--- src/rtl/mbs_pkg.sv ---
// mbs_pkg: shared types and constants for the meshlet bounding sphere block
// no dependencies
package mbs_pkg;

    typedef enum logic [2:0] {
        ST_IDLE,
        ST_LOOKUP,
        ST_PASS,
        ST_DRAIN,
        ST_SQRT,
        ST_OUT
    } mbs_state_t;

    localparam logic OP_WRITE = 1'b0;
    localparam logic OP_INDEX = 1'b1;

    // controller to datapath
    typedef struct packed {
        logic accept;     // input item taken, latch it
        logic vs_write;   // not used; vertex store writes happen on accept
        logic box_update; // fold looked-up position into box
        logic pass_start; // clear radius pass counters
        logic pass_step;  // issue one radius pass read
        logic sqrt_start;
        logic sqrt_step;
        logic finish;     // publish result, clear meshlet state
    } mbs_cmd_t;

    // datapath to controller
    typedef struct packed {
        logic is_index;
        logic meshlet_done;
        logic pass_last;
        logic sqrt_last;
    } mbs_status_t;

endpackage

--- src/rtl/mbs_ctrl.sv ---
// mbs_ctrl: sequencer for index lookup, radius pass, square root and output
// depends on mbs_pkg
module mbs_ctrl (
    input  logic                 clk,
    input  logic                 rst_n,
    input  logic                 in_valid,
    output logic                 in_stall,
    input  logic                 out_stall,
    output logic                 out_valid,
    output mbs_pkg::mbs_cmd_t    cmd,
    input  mbs_pkg::mbs_status_t status
);
    import mbs_pkg::*;

    mbs_state_t state_reg, state_next;
    logic [1:0] drain_reg, drain_next;
    logic       ov_reg, ov_next;

    always_ff @(posedge clk or negedge rst_n)
    begin
        if (!rst_n)
        begin
            state_reg <= ST_IDLE;
            drain_reg <= '0;
            ov_reg    <= 1'b0;
        end
        else
        begin
            state_reg <= state_next;
            drain_reg <= drain_next;
            ov_reg    <= ov_next;
        end
    end

    always_comb
    begin
        state_next = state_reg;
        drain_next = drain_reg;
        ov_next    = ov_reg && out_stall;
        cmd        = '0;
        in_stall   = 1'b1;
        unique case (state_reg)
            ST_IDLE:
            begin
                in_stall = 1'b0;
                if (in_valid)
                begin
                    cmd.accept = 1'b1;
                    state_next = ST_LOOKUP;
                end
            end
            ST_LOOKUP:
            begin
                // let the latched index address the vertex store before the box update
                if (!status.is_index)
                    state_next = ST_IDLE;
                else
                    state_next = ST_PASS;
            end
            ST_PASS:
            begin
                if (drain_reg == 2'd0)
                begin
                    cmd.box_update = 1'b1;
                    if (status.meshlet_done)
                    begin
                        cmd.pass_start = 1'b1;
                        drain_next = 2'd1;
                    end
                    else
                        state_next = ST_IDLE;
                end
                else
                begin
                    cmd.pass_step = 1'b1;
                    if (status.pass_last)
                    begin
                        drain_next = 2'd0;
                        state_next = ST_DRAIN;
                    end
                end
            end
            ST_DRAIN:
            begin
                drain_next = drain_reg + 1'b1;
                if (drain_reg == 2'd3)
                begin
                    drain_next = 2'd0;
                    cmd.sqrt_start = 1'b1;
                    state_next = ST_SQRT;
                end
            end
            ST_SQRT:
            begin
                cmd.sqrt_step = 1'b1;
                if (status.sqrt_last)
                    state_next = ST_OUT;
            end
            ST_OUT:
            begin
                if (!ov_reg)
                begin
                    cmd.finish = 1'b1;
                    ov_next = 1'b1;
                    state_next = ST_IDLE;
                end
            end
            default: state_next = ST_IDLE;
        endcase
    end

    assign out_valid = ov_reg;
endmodule

--- config.mk ---
export PLATFORM = sky130hd
export DESIGN_NAME = mbs_ctrl
export DESIGN_NICKNAME = d
export VERILOG_FILES = /design/src/rtl/mbs_pkg.sv /design/src/rtl/mbs_ctrl.sv
export SDC_FILE = /design/constraint.sdc
export NUM_CORES = 1
export LEC_CHECK = 0
export ABC_AREA = 1
export BUFFER_PORTS_ARGS = -buffer_cell sky130_fd_sc_hd__buf_4
export CORE_MARGIN = 5
export CORE_UTILIZATION = 35
export DETAILED_ROUTE_END_ITERATION = 6
export PLACE_DENSITY_LB_ADDON = 0.25
export SYNTH_ARGS = -nofsm -noshare
export SYNTH_HDL_FRONTEND = slang
export SYNTH_SLANG_ARGS = --single-unit
--- constraint.sdc ---
create_clock -name clk -period 1.6 [get_ports clk]
set_input_delay 0.24 -clock clk [delete_from_list [all_inputs] [get_ports clk]]
set_output_delay 0.24 -clock clk [all_outputs]
set_load 0.005 [all_outputs]
## Word level (Yosys, flattened, before mapping)

Cells that the tools add are included.
W data, S select, Z words.

| storage, ports and cells | value |
|---|---|
| bits of input ports | 8 |
| word-level logic and storage cells | 51 |
| flip-flop bits (word level) | 6 |

| operators by class | value |
|---|---|
| reduce and logical (&&, ||, !) cells | 6 |
| equality and inequality tests | 13 |
| add/subtract/negate cells | 1 |
| multiplexer cells | 28 |

Operators by type and width:

| cell | number |
|---|---|
| $mux W3 | 8 |
| $pmux W3 S6 | 1 |
| $mux W1 | 12 |
| $mux W2 | 6 |
| $ne A3 B3 Y1 const B | 3 |
| $ne A2 B2 Y1 const B | 4 |
| $eq A3 B2 Y1 const B | 2 |
| $eq A3 B3 Y1 const B | 2 |
| $reduce_and A6 Y1 | 1 |
| $pmux W2 S2 | 1 |
| $eq A3 B1 Y1 const B | 1 |
| $logic_not A3 Y1 | 1 |
| $reduce_and A3 Y1 | 1 |
| $add A2 B1 Y2 const B | 1 |
| $eq A2 B2 Y1 const B | 1 |
| $logic_not A2 Y1 | 1 |
| $reduce_bool A2 Y1 | 1 |
| $logic_and A1 B1 Y1 | 1 |

## Longest topological paths before layout

| logic depth | value |
|---|---|
| depth in word-level cells | 3 |
| depth in mapped cells | 9 |
| depth with buffers taken out | 9 |

## Worst setup path before layout

OpenSTA, ideal clock, no wires.

| timing path | value |
|---|---|
| path kind | register to register |
| from | reg drain_reg[0] |
| to | reg state_reg[1] |
| path slack | 0.345 ns |
| period minus slack after synthesis | 1.255 ns |
| stages on the path, launching flop included | 10 |
| buffers on the path | 0 |
| arrival time | 1.139 ns |
| library setup time | 0.117 ns |
| required time | 1.483 ns |
| cells stage by stage | dfrtp_1 -> inv_1 -> ha_1 -> nor2_1 -> nand3_1 -> nand2_1 -> nor2_2 -> nand2_1 -> nand2_1 -> nand2_1 |

| on the way | value |
|---|---|
| longest elaborated chain between the ends | 3 |

Ends and longest elaborated chain:

| what | RTL line | source |
|---|---|---|
| start, declared | mbs_ctrl.sv:16 | `logic [1:0] drain_reg, drain_next;` |
| start signal, assigned | mbs_ctrl.sv:30 | `drain_reg <= drain_next;` |
| $eq A2 B2 Y1 / $logic_not A2 Y1 (equally long branches) | mbs_ctrl.sv:86, mbs_ctrl.sv:62 |  |
| $ne A2 B2 Y1 (no line), or another cell as far along | - |  |
| $reduce_and A6 Y1 (no line) / $pmux W3 S6 (equally long branches) | - |  |
| end signal, assigned | mbs_ctrl.sv:29 | `state_reg <= state_next;` |
| end, declared | mbs_ctrl.sv:15 | `mbs_state_t state_reg, state_next;` |

Several ways; a longest one is shown, not always the timed one.
A chain may end at the register's enable or synchronous reset.

==> results.sh <==
export IMPL_outcome="finished clean"
export IMPL_most_common_layout_cells="nand2_1, buf_4, inv_1"
export IMPL_syn_inst=75
export IMPL_synth_top_area_cell="dfrtp_1"
export IMPL_clkSlewWorstSetupHoldPaths_ns=0.04
export IMPL_syn_area_per_cell_um2=6.57
export IMPL_finalCriticalPeriod_ns=1.51
export IMPL_tns_ns=0
export IMPL_num_rows=13
export IMPL_antenna_cells=0
export IMPL_core_area_um2=1320
export IMPL_static_leakage_power_nw=0.383
export IMPL_synth_cell_type_count=17
export IMPL_synth_top_area_share_pct=30.5
export IMPL_fp_dieW_um=47.5
export IMPL_drv_slew=0
export IMPL_grt_use_total_pct=10.3
export IMPL_die_area_um2=2260
export IMPL_h_tree_depth=1
export IMPL_routed_wl_um=1050
export IMPL_antenna_found_initial=0
export IMPL_yosys_register_bits=6
export IMPL_clock_root_buffer="clkbuf_4"
export IMPL_path_class="flop to primary output"
export IMPL_max_stage_delay_ns=0.37
export IMPL_clk_path_buf_depth=2
export IMPL_post_route_period_util_pct=94.1
export IMPL_cpMostUsedCell="inv_1"
export IMPL_grt_pass1_vias=418
export IMPL_start_util_pct=37.4
export IMPL_routedWlPerCell_um=9.73
export IMPL_crit_buf_inv=4
export IMPL_cp_start_kind="flop"
export IMPL_finalNonFillerCells=108
export IMPL_drv_cap=0
export IMPL_final_common_cell="nand2_1"
export IMPL_cts_buffers_inserted=3
export IMPL_fill_cells=136
export IMPL_ys_seq_area_share_pct=30.5
export IMPL_place_inst=104
export IMPL_finalSetupViolations=0
export IMPL_vias=484
export IMPL_hold_class="input pin to flop"
export IMPL_clock_sinks=6
export IMPL_tritoncts="done"
export IMPL_skew_ns=0.00312
export IMPL_ios=18
export IMPL_first_pass_iters=2
export IMPL_synth_area_um2=493
export IMPL_yosysWarnings=0
export IMPL_max_vdd_ir_drop_uv=669
export IMPL_path_max_fanout=4
export IMPL_numPortBuffers=16
export IMPL_max_freq_mhz=664
export IMPL_cts_setup_buffers=0
export IMPL_clk_latency_ns=0.23
export IMPL_largest_reg_flops=3
export IMPL_die_h_um=47.5
export IMPL_cp_cell_sequence="inv_1, ha_1, inv_1, nand3_2, inv_1, buf_4"
export IMPL_grt_overflow_total=0
export IMPL_synth_area_leaders="dfrtp_1, nand2_1, inv_1"
export IMPL_grt_pass1_wl_um=1610
export IMPL_finalNetCount=106
export IMPL_hpwl_um=888
export IMPL_drc=0
export IMPL_drtIter0Drc=6
export IMPL_place_gp_congestion=0.820
export IMPL_cp_end_kind="primary output"
export IMPL_power_density_nw_per_um2=1640
export IMPL_area_growth_pct=32.5
export IMPL_cp_required_ns=1.36
export IMPL_final_hold_viol_count=0
export IMPL_drive_above_1_share_pct=31.2
export IMPL_grt_max_degree=11
export IMPL_ant_nets=0
export IMPL_cp_top_family="flip-flops"
export IMPL_syn_nets=86
export IMPL_crit_arrival_ns=1.27
export IMPL_crit_slowest_cell="dfrtp_1"
export IMPL_routed_via_density=4.48
[worst paths after layout]
check	startpoint	end	slack (ns)	depth (start not counted)
max	drain_reg[0]	cmd[3]	0.09	6
min	out_stall	out_valid	0.22	3
max reg2reg	drain_reg[0]	state_reg[1]	0.15	9
min reg2reg	drain_reg[1]	drain_reg[1]	0.51	2
max in group asynchronous	rst_n	drain_reg[0]	1.14	2
min in group asynchronous	rst_n	out_valid	0.35	2
[cells in the mapped netlist (all sizes together)]
master / number
nand3: 8
dfrtp: 6
nor2: 13
ha: 3
o21ai: 3
a21oi: 1
nand3b: 1
conb: 1
nand4: 2
buf: 2
nand2: 23
inv: 12
[per-stage QoR]
| stage | setup WS (ns) | total power (W) | utilization, % | instance area, um^2 | hold WS [ns] |
|---|---|---|---|---|---|
| 3_5_place_dp | 0.163 | 0.000934 | 46.5 | 613 | 0.0482 |
| 3_3_place_gp | 0.256 | 0.000922 | 46.5 | 613 | 0.0491 |
| 2_1_floorplan | 0.345 | 0.000754 | - | 493 | -0.0556 |
| 4_1_cts | 0.0576 | 0.00107 | 49.0 | 646 | 0.219 |
| 6_report | 0.0946 | 0.00107 | 49.6 | 653 | 0.224 |
| 5_1_grt | -0.00332 | 0.00120 | 49.6 | 653 | 0.239 |
[area by class of cell]
type	instances	area, um^2	share of cell area [%]
flip-flops and latches	6	150	23.0
multi-input cells	55	287	43.9
well taps	15	18.8	2.87
clock buffers	3	22.5	3.45
inverters	12	45.0	6.90
repair buffers	17	130	19.9
[worst register-to-register path, stage by stage (launching register included)]
cell and delay [ns]:
dfrtp_1 0.39, inv_1 0.12, ha_1 0.22, nor2_1 0.06, nand3_1 0.12, nand2_1 0.08, nor2_2 0.15, nand2_1 0.09
nand2_1 0.07, nand2_1 0.05
[per-layer routing]
layer  wire (um)  track usage (%)  vias to the layer above
met5           0                0                        -
met4           0             1.61                        0
met3          65             5.64                        0
met2         519             17.6                       10
met1         466             11.4                      207
li1            -                -                      267
[power breakdown]
group / leakage [nW] / internal, W / switching (W) / total, W
clock: 0.0138 / 0.0000842 / 0.0000448 / 0.000129
combinational: 0.292 / 0.000264 / 0.000359 / 0.000622
sequential: 0.0769 / 0.000222 / 0.000100 / 0.000322
total: 0.383 / 0.000569 / 0.000504 / 0.00107
[cells by family (layout without fill, tap and decap cells)]
logic type | count (synthesis) | after routing | synth area share, %
simple gates | 47 | 47 | 44.2
buf+inv | 14 | 32 | 12.9
flops | 6 | 6 | 30.5
compound gates | 4 | 4 | 4.06
fa+ha+maj | 3 | 3 | 7.62
other cells | 1 | 1 | 0.761
[repair_timing]
action,CTS,global route
gates resized for setup,0,2
hold buffers,1,0
endpoints found under the setup margin,0,3
hold endpoints to repair,6,0
Power figures use the tool's default switching activity.
